### src/rtl/core/ultrasonic_level_ranger_macros.svh
// Assertion macros for the ultrasonic level ranger.
// Included by ultrasonic_level_ranger, the RTL file that carries concurrent checks; no other dependencies.
`ifndef ULTRASONIC_LEVEL_RANGER_MACROS_SVH
`define ULTRASONIC_LEVEL_RANGER_MACROS_SVH

`ifndef SYNTHESIS

// same-cycle implication, checked on every rising edge outside reset
`define ULR_ASSERT_IMP(label, clk, rst, ante, cons) \
  label: assert property (@(posedge clk) disable iff (rst) (ante) |-> (cons)) \
    else $error("ulr check failed: same-cycle implication");

// next-cycle implication
`define ULR_ASSERT_NEXT(label, clk, rst, ante, cons) \
  label: assert property (@(posedge clk) disable iff (rst) (ante) |=> (cons)) \
    else $error("ulr check failed: next-cycle implication");

`else

`define ULR_ASSERT_IMP(label, clk, rst, ante, cons)
`define ULR_ASSERT_NEXT(label, clk, rst, ante, cons)

`endif

`endif

### src/rtl/core/ulr_pkg.sv
// Shared types, constants and the microcode table of the ultrasonic level ranger.
// No dependencies; used by ulr_divider and ultrasonic_level_ranger.
`default_nettype none

package ulr_pkg;

  // fixed field widths
  localparam int CFG_TICK_W  = 16;
  localparam int DIST_W      = 11;
  localparam int LEVEL_W     = 7;
  localparam int DIVISOR_W   = 12;
  localparam int LEVEL_NUM_W = 19;
  localparam int S_DATA_W    = 8;
  localparam int M_DATA_W    = 24;
  localparam int PC_W        = 3;

  // sensor timing and scaling
  localparam int TRIG_LOW_TICKS  = 2;
  localparam int TRIG_HIGH_TICKS = 10;
  localparam logic [DIVISOR_W-1:0] US_PER_CM = 12'd58;
  localparam logic [7:0] LEVEL_SCALE = 8'd200;
  localparam logic [LEVEL_W-1:0] LEVEL_FULL_PCT = 7'd100;

  // width / 58 as (width * ceil(2^30 / 58)) >> 30, exact for widths below 2^24;
  // only the low DIST_W quotient bits are kept, so the product is cut there
  localparam int RECIP_SHIFT = 30;
  localparam int RECIP_W     = 25;
  localparam int DIST_PROD_W = RECIP_SHIFT + DIST_W;
  localparam logic [RECIP_W-1:0] US_PER_CM_RECIP = 25'd18512791;

  // register map (index = paddr[3:2])
  localparam logic [1:0] REG_DIST_EMPTY   = 2'd0;
  localparam logic [1:0] REG_DIST_FULL    = 2'd1;
  localparam logic [1:0] REG_SETTLE       = 2'd2;
  localparam logic [1:0] REG_ECHO_TIMEOUT = 2'd3;

  localparam logic [DIST_W-1:0]     RST_DIST_EMPTY   = 11'd100;
  localparam logic [DIST_W-1:0]     RST_DIST_FULL    = 11'd10;
  localparam logic [CFG_TICK_W-1:0] RST_SETTLE       = 16'd50000;
  localparam logic [CFG_TICK_W-1:0] RST_ECHO_TIMEOUT = 16'd30000;

  // measurement phase, one-hot
  typedef enum logic [6:0] {
    PH_IDLE   = 7'b0000001,
    PH_SETTLE = 7'b0000010,
    PH_TLOW   = 7'b0000100,
    PH_THIGH  = 7'b0001000,
    PH_WLOW   = 7'b0010000,
    PH_WHIGH  = 7'b0100000,
    PH_MEAS   = 7'b1000000
  } phase_t;

  // divider control from the microcode
  typedef struct packed {
    logic load;
    logic step;
  } div_ctl_t;

  // jump conditions
  typedef enum logic [2:0] {
    C_NEXT      = 3'd0,
    C_NO_INPUT  = 3'd1,
    C_NOT_OK    = 3'd2,
    C_DIV_BUSY  = 3'd3,
    C_LEVEL_SET = 3'd4,
    C_OUT_FREE  = 3'd5,
    C_ALWAYS    = 3'd6
  } cond_t;

  typedef struct packed {
    logic            accept;
    logic            div_load;
    logic            div_step;
    logic            store_dist;
    logic            store_level;
    logic            emit;
    cond_t           cond;
    logic [PC_W-1:0] target;
  } ucode_t;

  // program steps
  localparam logic [PC_W-1:0] STEP_FETCH  = 3'd0;
  localparam logic [PC_W-1:0] STEP_CHECK  = 3'd1;
  localparam logic [PC_W-1:0] STEP_DSTORE = 3'd2;
  localparam logic [PC_W-1:0] STEP_LLOAD  = 3'd3;
  localparam logic [PC_W-1:0] STEP_LSTEP  = 3'd4;
  localparam logic [PC_W-1:0] STEP_LSTORE = 3'd5;
  localparam logic [PC_W-1:0] STEP_EMIT   = 3'd6;
  localparam logic [PC_W-1:0] STEP_HOLD   = 3'd7;

  // microcode table: one control word per step
  function automatic ucode_t ucode_rom(input logic [PC_W-1:0] pc);
    ucode_t w;
    w = '0;
    unique case (pc)
      STEP_FETCH: begin
        w.accept = 1'b1;
        w.cond   = C_NO_INPUT;
        w.target = STEP_FETCH;
      end
      STEP_CHECK: begin
        w.cond   = C_NOT_OK;
        w.target = STEP_EMIT;
      end
      STEP_DSTORE: begin
        w.store_dist = 1'b1;
        w.cond       = C_LEVEL_SET;
        w.target     = STEP_EMIT;
      end
      STEP_LLOAD: begin
        w.div_load = 1'b1;
      end
      STEP_LSTEP: begin
        w.div_step = 1'b1;
        w.cond     = C_DIV_BUSY;
        w.target   = STEP_LSTEP;
      end
      STEP_LSTORE: begin
        w.store_level = 1'b1;
      end
      STEP_EMIT: begin
        w.emit   = 1'b1;
        w.cond   = C_OUT_FREE;
        w.target = STEP_FETCH;
      end
      STEP_HOLD: begin
        w.cond   = C_ALWAYS;
        w.target = STEP_EMIT;
      end
      default: begin
        w.cond   = C_ALWAYS;
        w.target = STEP_FETCH;
      end
    endcase
    return w;
  endfunction

endpackage

`default_nettype wire

### src/rtl/core/ulr_divider.sv
// Bit-serial restoring divider, one quotient bit per step.
// Depends on ulr_pkg for the divisor width and the control struct.
`default_nettype none

module ulr_divider #(
  parameter int DIVIDEND_W = 19
) (
  input  wire                          clk,
  input  wire                          rst,
  input  ulr_pkg::div_ctl_t            ctl,
  input  wire [DIVIDEND_W-1:0]         dividend,
  input  wire [ulr_pkg::DIVISOR_W-1:0] divisor,
  output logic                         last,
  output logic [DIVIDEND_W-1:0]        quotient
);
  import ulr_pkg::*;

  localparam int CW = $clog2(DIVIDEND_W + 1);

  logic [CW-1:0]        cnt;
  logic [DIVISOR_W-1:0] rem;
  logic [DIVISOR_W:0]   partial;
  logic [DIVISOR_W:0]   diff;

  // trial subtract of the divisor from the shifted remainder
  assign partial = {rem, quotient[DIVIDEND_W-1]};
  assign diff    = partial - {1'b0, divisor};
  assign last    = (cnt == CW'(1));

  // step counter
  always_ff @(posedge clk) begin
    if (rst) begin
      cnt <= '0;
    end else if (ctl.load) begin
      cnt <= CW'(DIVIDEND_W);
    end else if (ctl.step) begin
      cnt <= cnt - CW'(1);
    end
  end

  // remainder and quotient shift
  always_ff @(posedge clk) begin
    if (ctl.load) begin
      rem      <= '0;
      quotient <= dividend;
    end else if (ctl.step) begin
      if (!diff[DIVISOR_W]) begin
        rem      <= diff[DIVISOR_W-1:0];
        quotient <= {quotient[DIVIDEND_W-2:0], 1'b1};
      end else begin
        rem      <= partial[DIVISOR_W-1:0];
        quotient <= {quotient[DIVIDEND_W-2:0], 1'b0};
      end
    end
  end

endmodule

`default_nettype wire

### src/rtl/core/ultrasonic_level_ranger.sv
// Ultrasonic tank-level ranger. Each input word is one microsecond tick with the
// start request (bit 0) and the sampled echo pin (bit 1); each tick returns one
// output word with power, trigger, busy, done, no-echo, distance in cm and fill
// level in percent. A start in idle powers the sensor, waits settle_ticks, pulses
// the trigger (2 ticks low, 10 high), then times the echo within echo_timeout_ticks.
// A microcoded sequencer handles one tick at a time. An ordinary tick steps
// through fetch, check and output. The tick that completes a good measurement
// gets its distance, width / 58, from a reciprocal multiply in one step and goes
// straight to output when the distance sits at either end of the scale; otherwise
// a one-bit-per-cycle divider first forms the rounded level in 19 steps.
// Output stalls cycle the sequencer between its output and hold steps. Registers
// sit on an APB port at byte addresses 0, 4, 8 and 12.
`default_nettype none

`include "ultrasonic_level_ranger_macros.svh"

module ultrasonic_level_ranger #(
  parameter int TICK_COUNT_WIDTH = 16
) (
  input  wire                         clk,
  input  wire                         rst,
  // tick input
  input  wire                         s_tvalid,
  output logic                        s_tready,
  input  wire [ulr_pkg::S_DATA_W-1:0] s_tdata,   // [0] start_req, [1] echo_level
  // result output
  output logic                        m_tvalid,
  input  wire                         m_tready,
  // [0] power_on, [1] trig_out, [2] busy_res, [3] done_res, [4] no_echo,
  // [15:5] distance_cm, [22:16] level_percent
  output logic [ulr_pkg::M_DATA_W-1:0] m_tdata,
  // configuration
  input  wire                         psel,
  input  wire                         penable,
  input  wire                         pwrite,
  input  wire [3:0]                   paddr,
  input  wire [31:0]                  pwdata,
  output logic [31:0]                 prdata,
  output logic                        pready
);
  import ulr_pkg::*;

  localparam int TW = TICK_COUNT_WIDTH;
  localparam int LW = (TW > CFG_TICK_W) ? TW : CFG_TICK_W;
  localparam logic [TW-1:0] TICK_MAX = {TW{1'b1}};

  // configuration registers
  logic [DIST_W-1:0]     dist_empty_cm;
  logic [DIST_W-1:0]     dist_full_cm;
  logic [CFG_TICK_W-1:0] settle_ticks;
  logic [CFG_TICK_W-1:0] echo_timeout_ticks;

  // sequencer
  logic [PC_W-1:0] pc;
  logic [PC_W-1:0] pc_next;
  ucode_t          ctrl;
  logic            take;

  // measurement state
  phase_t            phase;
  phase_t            phase_next;
  logic [TW-1:0]     phase_ticks;
  logic [TW-1:0]     phase_ticks_next;
  logic [TW-1:0]     echo_width;
  logic [TW-1:0]     echo_width_next;
  logic [DIST_W-1:0] distance_store;
  logic [LEVEL_W-1:0] level_store;
  logic              no_echo_store;
  logic              meas_ok;
  logic              meas_ok_next;
  logic              meas_fail_next;
  logic              done_q;

  // tick datapath
  logic          tick_fire;
  logic          start_in;
  logic          echo_in;
  logic [TW-1:0] ticks_inc;
  logic [TW-1:0] width_inc;
  logic [TW-1:0] settle_lim;
  logic [TW-1:0] timeout_lim;

  // distance and level datapath
  logic [DIST_PROD_W-1:0] dist_prod;
  div_ctl_t               div_ctl;
  logic [LEVEL_NUM_W-1:0] div_dividend;
  logic [DIVISOR_W-1:0]   div_divisor;
  logic                   div_last;
  logic [LEVEL_NUM_W-1:0] div_q;
  logic [DIST_W-1:0]      q_dist;
  logic                   lvl_full;
  logic                   lvl_empty;
  logic [DIST_W-1:0]      lvl_den;
  logic [DIST_W-1:0]      lvl_diff;
  logic [LEVEL_NUM_W-1:0] lvl_num;

  logic out_free;
  logic cfg_wr;

  // ---------------- configuration port ----------------
  assign pready = 1'b1;
  assign cfg_wr = psel && penable && pwrite && pready;

  always_ff @(posedge clk) begin
    if (rst) begin
      dist_empty_cm      <= RST_DIST_EMPTY;
      dist_full_cm       <= RST_DIST_FULL;
      settle_ticks       <= RST_SETTLE;
      echo_timeout_ticks <= RST_ECHO_TIMEOUT;
    end else if (cfg_wr) begin
      unique case (paddr[3:2])
        REG_DIST_EMPTY:   dist_empty_cm      <= pwdata[DIST_W-1:0];
        REG_DIST_FULL:    dist_full_cm       <= pwdata[DIST_W-1:0];
        REG_SETTLE:       settle_ticks       <= pwdata[CFG_TICK_W-1:0];
        REG_ECHO_TIMEOUT: echo_timeout_ticks <= pwdata[CFG_TICK_W-1:0];
        default: ;
      endcase
    end
  end

  // read back
  always_comb begin
    unique case (paddr[3:2])
      REG_DIST_EMPTY:   prdata = 32'(dist_empty_cm);
      REG_DIST_FULL:    prdata = 32'(dist_full_cm);
      REG_SETTLE:       prdata = 32'(settle_ticks);
      REG_ECHO_TIMEOUT: prdata = 32'(echo_timeout_ticks);
      default:          prdata = '0;
    endcase
  end

  // ---------------- sequencer ----------------
  assign ctrl     = ucode_rom(pc);
  assign s_tready = ctrl.accept;
  assign out_free = !m_tvalid || m_tready;

  always_comb begin
    case (ctrl.cond)
      C_NEXT:      take = 1'b0;
      C_NO_INPUT:  take = !s_tvalid;
      C_NOT_OK:    take = !meas_ok;
      C_DIV_BUSY:  take = !div_last;
      C_LEVEL_SET: take = lvl_full || lvl_empty;
      C_OUT_FREE:  take = out_free;
      C_ALWAYS:    take = 1'b1;
      default:     take = 1'b1;
    endcase
    pc_next = take ? ctrl.target : pc + PC_W'(1);
  end

  always_ff @(posedge clk) begin
    if (rst) begin
      pc <= STEP_FETCH;
    end else begin
      pc <= pc_next;
    end
  end

  // ---------------- tick update ----------------
  assign tick_fire = s_tvalid && s_tready;
  assign start_in  = s_tdata[0];
  assign echo_in   = s_tdata[1];
  assign ticks_inc = (phase_ticks == TICK_MAX) ? phase_ticks : phase_ticks + TW'(1);
  assign width_inc = (echo_width == TICK_MAX) ? echo_width : echo_width + TW'(1);

  // clamp limits to the counter range
  assign settle_lim  = (LW'(settle_ticks) > LW'(TICK_MAX)) ? TICK_MAX : TW'(settle_ticks);
  assign timeout_lim = (LW'(echo_timeout_ticks) > LW'(TICK_MAX)) ? TICK_MAX
                                                                 : TW'(echo_timeout_ticks);

  always_comb begin
    phase_next       = phase;
    phase_ticks_next = phase_ticks;
    echo_width_next  = echo_width;
    meas_ok_next     = 1'b0;
    meas_fail_next   = 1'b0;
    unique case (phase) inside
      PH_IDLE: begin
        if (start_in) begin
          phase_ticks_next = '0;
          phase_next       = (settle_ticks == '0) ? PH_TLOW : PH_SETTLE;
        end
      end
      PH_SETTLE: begin
        phase_ticks_next = ticks_inc;
        if (ticks_inc >= settle_lim) begin
          phase_next       = PH_TLOW;
          phase_ticks_next = '0;
        end
      end
      PH_TLOW: begin
        phase_ticks_next = ticks_inc;
        if (ticks_inc >= TW'(TRIG_LOW_TICKS)) begin
          phase_next       = PH_THIGH;
          phase_ticks_next = '0;
        end
      end
      PH_THIGH: begin
        phase_ticks_next = ticks_inc;
        if (ticks_inc >= TW'(TRIG_HIGH_TICKS)) begin
          phase_next       = PH_WLOW;
          phase_ticks_next = '0;
          echo_width_next  = '0;
        end
      end
      PH_WLOW, PH_WHIGH, PH_MEAS: begin
        phase_ticks_next = ticks_inc;
        if (phase == PH_WLOW) begin
          if (!echo_in) phase_next = PH_WHIGH;
        end else if (phase == PH_WHIGH) begin
          if (echo_in) begin
            phase_next      = PH_MEAS;
            echo_width_next = TW'(1);
          end
        end else begin
          if (echo_in) begin
            echo_width_next = width_inc;
          end else begin
            meas_ok_next = 1'b1;
          end
        end
        // a falling echo wins over the timeout on the same tick
        if (!meas_ok_next && ticks_inc >= timeout_lim) begin
          meas_fail_next = 1'b1;
        end
        if (meas_ok_next || meas_fail_next) begin
          phase_next       = PH_IDLE;
          phase_ticks_next = '0;
        end
      end
      default: begin
        phase_next       = PH_IDLE;
        phase_ticks_next = '0;
      end
    endcase
  end

  // ---------------- distance and level operands ----------------
  // width / 58 by reciprocal multiply, low quotient bits only
  assign dist_prod = DIST_PROD_W'(echo_width) * DIST_PROD_W'(US_PER_CM_RECIP);
  assign q_dist    = dist_prod[DIST_PROD_W-1:RECIP_SHIFT];
  assign lvl_full  = (q_dist <= dist_full_cm);
  assign lvl_empty = (q_dist >= dist_empty_cm);
  assign lvl_den   = dist_empty_cm - dist_full_cm;
  assign lvl_diff  = dist_empty_cm - distance_store;
  // 200*(empty-d) + den, rounded-half-up numerator
  assign lvl_num   = LEVEL_NUM_W'(lvl_diff) * LEVEL_NUM_W'(LEVEL_SCALE)
                   + LEVEL_NUM_W'(lvl_den);

  assign div_ctl.load  = ctrl.div_load;
  assign div_ctl.step  = ctrl.div_step;
  assign div_dividend  = lvl_num;
  assign div_divisor   = {lvl_den, 1'b0};

  ulr_divider #(
    .DIVIDEND_W (LEVEL_NUM_W)
  ) u_div (
    .clk      (clk),
    .rst      (rst),
    .ctl      (div_ctl),
    .dividend (div_dividend),
    .divisor  (div_divisor),
    .last     (div_last),
    .quotient (div_q)
  );

  // ---------------- state registers ----------------
  always_ff @(posedge clk) begin
    if (rst) begin
      phase          <= PH_IDLE;
      phase_ticks    <= '0;
      echo_width     <= '0;
      distance_store <= '0;
      level_store    <= '0;
      no_echo_store  <= 1'b0;
      meas_ok        <= 1'b0;
      done_q         <= 1'b0;
    end else begin
      if (tick_fire) begin
        phase       <= phase_next;
        phase_ticks <= phase_ticks_next;
        echo_width  <= echo_width_next;
        meas_ok     <= meas_ok_next;
        done_q      <= meas_ok_next || meas_fail_next;
        if (meas_ok_next) begin
          no_echo_store <= 1'b0;
        end else if (meas_fail_next) begin
          no_echo_store  <= 1'b1;
          distance_store <= '0;
          level_store    <= '0;
        end
      end
      // distance, and level when it sits at either end of the scale
      if (ctrl.store_dist) begin
        distance_store <= q_dist;
        if (lvl_full) begin
          level_store <= LEVEL_FULL_PCT;
        end else if (lvl_empty) begin
          level_store <= '0;
        end
      end
      if (ctrl.store_level) begin
        level_store <= div_q[LEVEL_W-1:0];
      end
    end
  end

  // ---------------- output register ----------------
  always_ff @(posedge clk) begin
    if (rst) begin
      m_tvalid <= 1'b0;
    end else if (ctrl.emit && out_free) begin
      m_tvalid <= 1'b1;
    end else if (m_tready) begin
      m_tvalid <= 1'b0;
    end
  end

  always_ff @(posedge clk) begin
    if (ctrl.emit && out_free) begin
      m_tdata <= {1'b0, level_store, distance_store, no_echo_store, done_q,
                  (phase != PH_IDLE), (phase == PH_THIGH), (phase != PH_IDLE)};
    end
  end

  // ---------------- checks ----------------
  `ULR_ASSERT_NEXT(a_accept_check, clk, rst, s_tvalid && s_tready, pc == STEP_CHECK)
  `ULR_ASSERT_NEXT(a_div_stop, clk, rst, ctrl.div_step && div_last, !ctrl.div_step)
  `ULR_ASSERT_IMP(a_level_range, clk, rst, 1'b1, level_store <= LEVEL_FULL_PCT)
  `ULR_ASSERT_IMP(a_done_idle, clk, rst, m_tvalid && m_tdata[3], !m_tdata[0] && !m_tdata[1])

endmodule

`default_nettype wire
### config.mk
export PLATFORM = sky130hd
export DESIGN_NAME = ultrasonic_level_ranger
export DESIGN_NICKNAME = d
export VERILOG_FILES = /design/src/rtl/core/ulr_pkg.sv /design/src/rtl/core/ulr_divider.sv /design/src/rtl/core/ultrasonic_level_ranger.sv
export VERILOG_INCLUDE_DIRS = /design/src /design/src/rtl/core
export SDC_FILE = /design/constraint.sdc
export NUM_CORES = 1
export LEC_CHECK = 0
export BUFFER_PORTS_ARGS = -buffer_cell sky130_fd_sc_hd__buf_2
export CAP_MARGIN = 20
export CORE_AREA = 2 2 201 184
export DETAILED_ROUTE_END_ITERATION = 10
export DIE_AREA = 0 0 203 186
export PLACE_DENSITY = 0.81
export SLEW_MARGIN = 25
export SYNTH_ARGS = -nofsm -noshare
export SYNTH_HDL_FRONTEND = slang
export SYNTH_HIERARCHICAL = 1
export SYNTH_SLANG_ARGS = --single-unit
export TNS_END_PERCENT = 100
### constraint.sdc
create_clock -name clk -period 9.71 [get_ports clk]
set_input_delay 0.971 -clock clk [delete_from_list [all_inputs] [get_ports clk]]
set_output_delay 0.971 -clock clk [all_outputs]
set_load 0.005 [all_outputs]
==> metrics.cfg, run 1 <==
[power]
seqPwrFrac_pct=37.4
power_switching_uw=917
ir_worst_vdd_uv=122
power_mw=2.46
combPwrFrac_pct=33.0
p_leak_nw=10.2
power_frac_clock_pct=29.6
power_per_cell_area_nw_per_um2=119
intPower_mw=1.54
swShare_pct=37.3

[critical_path]
crit_arrival_ns=9.47
critPathLaunchType=register
r2r-start=echo_width[15]
worst-path-max-fanout=9
critPathKind=register to register
worstRegToRegCells=28
critPathMaxStageDelay_ns=0.61
cp-end-kind=register
slowest_stage=dfxtp_1
reg2reg_slack_ns=0.64
worst_path_most_repeated_cell=fa_1
cp.required_ns=10.11
timing.rr.end=pc[1]

[detailed_routing]
drt-vias-per-instance=5.69
drc_errors=0
vias=15300
antenna_left=0
dr.pass1.iters=5
wire_per_inst_um=17.5
drt-initial-drc-count=1085
finalWirelength_um=47000

[timing]
finalSetupTns_ns=0
fin_crit_ns=9.07
skew_ns=0.0185
drv_slew=0
hold_violations=0
grt_setup_unrepaired=false
slew-limit-headroom_pct=35.5
worst_slew_pin_slew_ns=0.964
min_period_over_period_pct=93.4
setup_viol=0
layout_setup_ws_ns=0.642
fmax_mhz=110

[global_route]
grt_max_degree=77
antenna_found_initial=0
grt_pass1_wl_um=76400
grt_use_total_pct=25.5
overflow=0
grt_pass1_vias=15000

[floorplan]
io_pins=110
start_util_pct=54.5
die-width_um=203
die_y_um=186
rows=66
die_area_um2=37800
core_area_um2=35600

[cts]
clk_latency_ns=0.48
cts_buffer_depth=2
cts_hold_buffers=0
cts_tree=yes
root_buffer=clkbuf_16
numCtsBuffers=17
cts.sinks=176
clkTransAtPathRegs_ns=0.08
postCtsSetupBuffers=0
ctsResizeCount=0
h-tree-depth=4

[placement]
dp_slack_ns=0.786
place_hpwl_um=38100
placed_area_um2=20100
io_buffer_count=67
gp_congestion=0.958

[hold_path]
hold_path_class=register to register
holdCritStartpoint=level_store[3]
min_to=m_tdata[19]
holdPathStages=0

[synthesis]
async_flop_share_pct=0
yosys_most_used_dff=dfxtp_1
synthCells=2164
synth_edf_count=41
yosysTopAreaCell=ha_1
synth_area_leaders=ha_1 (19%), fa_1 (16%), dfxtp_1 (14%), inv_1 (7.3%), edfxtp_1 (6.3%)
yosysWarnings=6
ys_seq_elements=176
ys_seq_area_share_pct=20.3
synth.distinct_cells=90
syn_area_um2=19400
synth_top_cell_area_share_pct=19.3
syn_area_per_cell_um2=8.97

[run]
drv_cap=0

[final_layout]
stdcell_area_um2=20700
final_cell_mix=inv_1 (376), ha_1 (300), nand2_1 (164), fa_1 (152), dfxtp_1 (135)
diodes=0
nNetsFinal=2700
syn_to_final_growth_pct=6.73
final_common_cell=inv_1
drive_above_1_share_pct=9.23

[status]
outcome=finished clean

==> final cells by class <==
type	instances	area (um2)
fill	3021	14900
multi-input combinational	1546	13700
sequential	176	3930
inverter	377	1420
tap	476	596
clock buffer	17	425
timing repair buffer	79	425
clock inverter	15	199
==> state kept, by name, summed over array words and instances, names as in the netlist <==
register            count
pc                      3
u_div/rem              12
phase_ticks            16
echo_timeout_ticks     16
u_div/cnt               5
m_tdata                22
meas_ok                 1
m_tvalid                1
phase                   7
distance_store         11
dist_empty_cm          11
settle_ticks           16
no_echo_store           1
done_q                  1
level_store             7
dist_full_cm           11
echo_width             16
u_div/quotient         19
==> cell usage after synthesis, types with 26 or more instances <==
cell	instances
a21o_1	42
a21oi_1	132
clkbuf_1	42
dfxtp_1	135
edfxtp_1	41
fa_1	152
ha_1	300
inv_1	376
nand2_1	164
nand2b_1	26
nand3_1	37
nor2_1	107
nor2b_1	26
nor3_1	30
o21ai_0	70
xnor2_1	40
xor2_1	36
==> stage by stage <==
stage,cells,utilization [%],hold slack (ns)
3_3_place_gp,2654,56.4,0.425
6_report,2686,58.2,0.444
4_1_cts,2686,58.2,0.447
3_5_place_dp,2654,56.4,0.425
2_1_floorplan,2181,-,0.408
5_1_grt,2686,58.2,0.465
==> critical path, delay by kind of cell, from the launching register on <==
family          cells  cell delay [ns]
fa+ha+maj           8             3.87
compound gates      8             2.35
simple gates        7             1.43
flops               1             0.61
xor+xnor            1             0.37
buf+inv             4             0.34
==> layer usage <==
metal / share of wire [%] / routed length [um] / global-route usage, %
met1: 46 / 21400 / 34.7
met5: 0 / 0 / 0
met3: 5.4 / 2550 / 3.62
met2: 46 / 21600 / 41.5
met4: 3.0 / 1420 / 9.28
==> power groups by stage <==
stage / sequential (mW) / clock [mW] / combinational (mW)
4_1_cts: 0.917 / 0.738 / 0.797
5_1_grt: 0.930 / 0.765 / 0.905
3_3_place_gp: 0.930 / 0 / 0.758
6_report: 0.919 / 0.726 / 0.811
3_5_place_dp: 0.932 / 0 / 0.790
2_1_floorplan: 0.911 / 0 / 0.640
==> cell families after synthesis <==
group           count (synthesis)  share of synthesized area (%)
mux                            58                           3.84
simple gates                  521                           13.6
fa+ha+maj                     452                           35.0
flops                         176                           20.3
compound gates                419                           14.1
other cells                     2                         0.0387
buf+inv                       459                           9.49
xor+xnor                       77                           3.55
==> worst max path at each step <==
stage / endpoint / startpoint / depth (start not counted) / slack, ns
6_report: pc[1] / echo_width[15] / 28 / 0.64
5_1_grt: pc[1] / echo_width[14] / 28 / 0.11
4_1_cts: pc[1] / echo_width[15] / 28 / 0.76
3_5_place_dp: pc[1] / echo_width[14] / 28 / 0.79
3_3_place_gp: pc[1] / echo_width[14] / 28 / 0.82
2_1_floorplan: pc[1] / echo_width[8] / 28 / 2.12
Power figures use the tool's default switching activity.
==> inputs of run 2 (changes only) <==
Settings changed: CTS_CLUSTER_DIAMETER from default to 100.
Clock period 9.71 ns to 10.8 ns, I/O delays scaled along.
==> run 2 against run 1 <==
  * Sequential share of layout area up 0.051 points
  * Worst hold slack lost 0.0057 ns
  * Critical path type unchanged
  * Global-route usage rose by 0.36 points
  * Die area unchanged
  * Non-clock buffer count decreased by 4
  * Largest cell class unchanged
  * Combinational power fell by 9.6%
  * Core utilization is 0.15 points lower
  * Total power decreased by 11%
  * First-iteration DRC count fell by 3.0%
  * Register-to-register slack improved by 0.95 ns
==> metrics.cfg, run 2 (same netlist as run 1, synthesis figures left out) <==
[status]
outcome=finished clean

[cts]
clk_latency_ns=0.46
postCtsSetupBuffers=0
cts_hold_buffers=0
h-tree-depth=4
ctsResizeCount=0
clkTransAtPathRegs_ns=0.08
cts_tree=yes
numCtsBuffers=17
cts_buffer_depth=2
cts.sinks=176
root_buffer=clkbuf_16

[timing]
hold_violations=0
min_period_over_period_pct=85.2
slew-limit-headroom_pct=35.0
worst_slew_pin_slew_ns=0.971
fmax_mhz=109
drv_slew=0
finalSetupTns_ns=0
fin_crit_ns=9.20
setup_viol=0
grt_setup_unrepaired=false
skew_ns=0.0105

[floorplan]
die-width_um=203
die_area_um2=37800
die_y_um=186
io_pins=110
rows=66
start_util_pct=54.5
core_area_um2=35600

[detailed_routing]
vias=15300
drt-initial-drc-count=1052
antenna_left=0
wire_per_inst_um=17.7
drt-vias-per-instance=5.71
drc_errors=0
dr.pass1.iters=5
finalWirelength_um=47400

[final_layout]
fin_util_pct=58.0
final_cell_mix=inv_1 (376), ha_1 (300), nand2_1 (164), fa_1 (152), dfxtp_1 (135)
biggestRegsByFlops=m_tdata: 22 flops, u_div/quotient: 19 flops
diodes=0
syn_to_final_growth_pct=6.45
final_common_cell=inv_1
regMostFlops=m_tdata
drive_above_1_share_pct=9.02
nNetsFinal=2696
fill_cells=2924
final_cells=2682
largest_register_ffs=22

[global_route]
grt_use_total_pct=25.8
grt_pass1_wl_um=77700
grt_pass1_vias=15400
overflow=0
antenna_found_initial=0
grt_max_degree=77

[run]
drv_cap=0

[critical_path]
r2r-start=echo_width[8]
cp.required_ns=11.19
critPathMaxStageDelay_ns=0.70
cp-end-kind=register
critPathLaunchType=register
critPathKind=register to register
crit_arrival_ns=9.59
worst_path_most_repeated_cell=fa_1
worst-path-max-fanout=11
cp-startpoint=echo_width[8]
slowest_stage=dfxtp_1

[power]
p_leak_nw=10.2
power_per_cell_area_nw_per_um2=106
power_mw=2.19
ir_worst_vdd_uv=103

[placement]
place_hpwl_um=38400
gp_congestion=0.999
place_inst=2650
io_buffer_count=67

[hold_path]
hold_path_class=register to register
holdCritStartpoint=level_store[4]

## run 2: cell types whose count changed in the layout (fill, tap and decap cells not counted), sizes merged
cell	before	now
buf	79	75
bufinv	0	1
clkinv	7	8
clkinvlp	0	1
inv	385	382
## run 2: final cells by class
class                           instances  area, um2  area share, %
Inverter                              377       1420           6.85
Clock buffer                           17        425           2.06
Multi-Input combinational cell       1546      13700           66.4
Sequential cell                       176       3930           19.0
Tap cell                              476        596           2.88
Clock inverter                         15        171          0.830
Timing Repair Buffer                   75        399           1.93
## run 2: per-stage QoR
stage	cell area [um2]	setup WS, ns	hold slack [ns]
finish	20700	1.60	0.438
global route	20700	1.08	0.463
CTS	20600	1.75	0.442
global placement	20000	1.94	0.426
detailed placement	20100	1.75	0.421
floorplan	19500	3.21	0.408
## run 2: final timing paths
kind         depth (start not counted)          end  slack (ns)
min reg2reg                          0  m_tdata[20]        0.44
max reg2reg                         28        pc[1]        1.60
max                                 28        pc[1]        1.60
min                                  0  m_tdata[20]        0.44
## run 2: power by group
part | internal (mW) | switching [mW] | leakage (nW)
Clock | 0.329 | 0.302 | 0.291
Sequential | 0.767 | 0.0599 | 1.47
Combinational | 0.299 | 0.434 | 8.42
Total | 1.40 | 0.795 | 10.2
## run 2: metal layers
metal | global-route usage, % | part of all wire (%) | vias to the layer above
met5 | 0 | 0 | -
met4 | 10.6 | 3.2 | 0
met1 | 33.2 | 43 | 7324
met3 | 4.38 | 6.1 | 101
li1 | - | - | 7384
met2 | 43.5 | 47 | 502
## run 2: critical path: cells and delay by family (launching register included)
family | cells | cell delay (ns)
simple gates | 8 | 1.62
xor+xnor | 1 | 0.39
buf+inv | 4 | 0.20
compound gates | 7 | 2.37
flops | 1 | 0.70
fa+ha+maj | 8 | 3.85
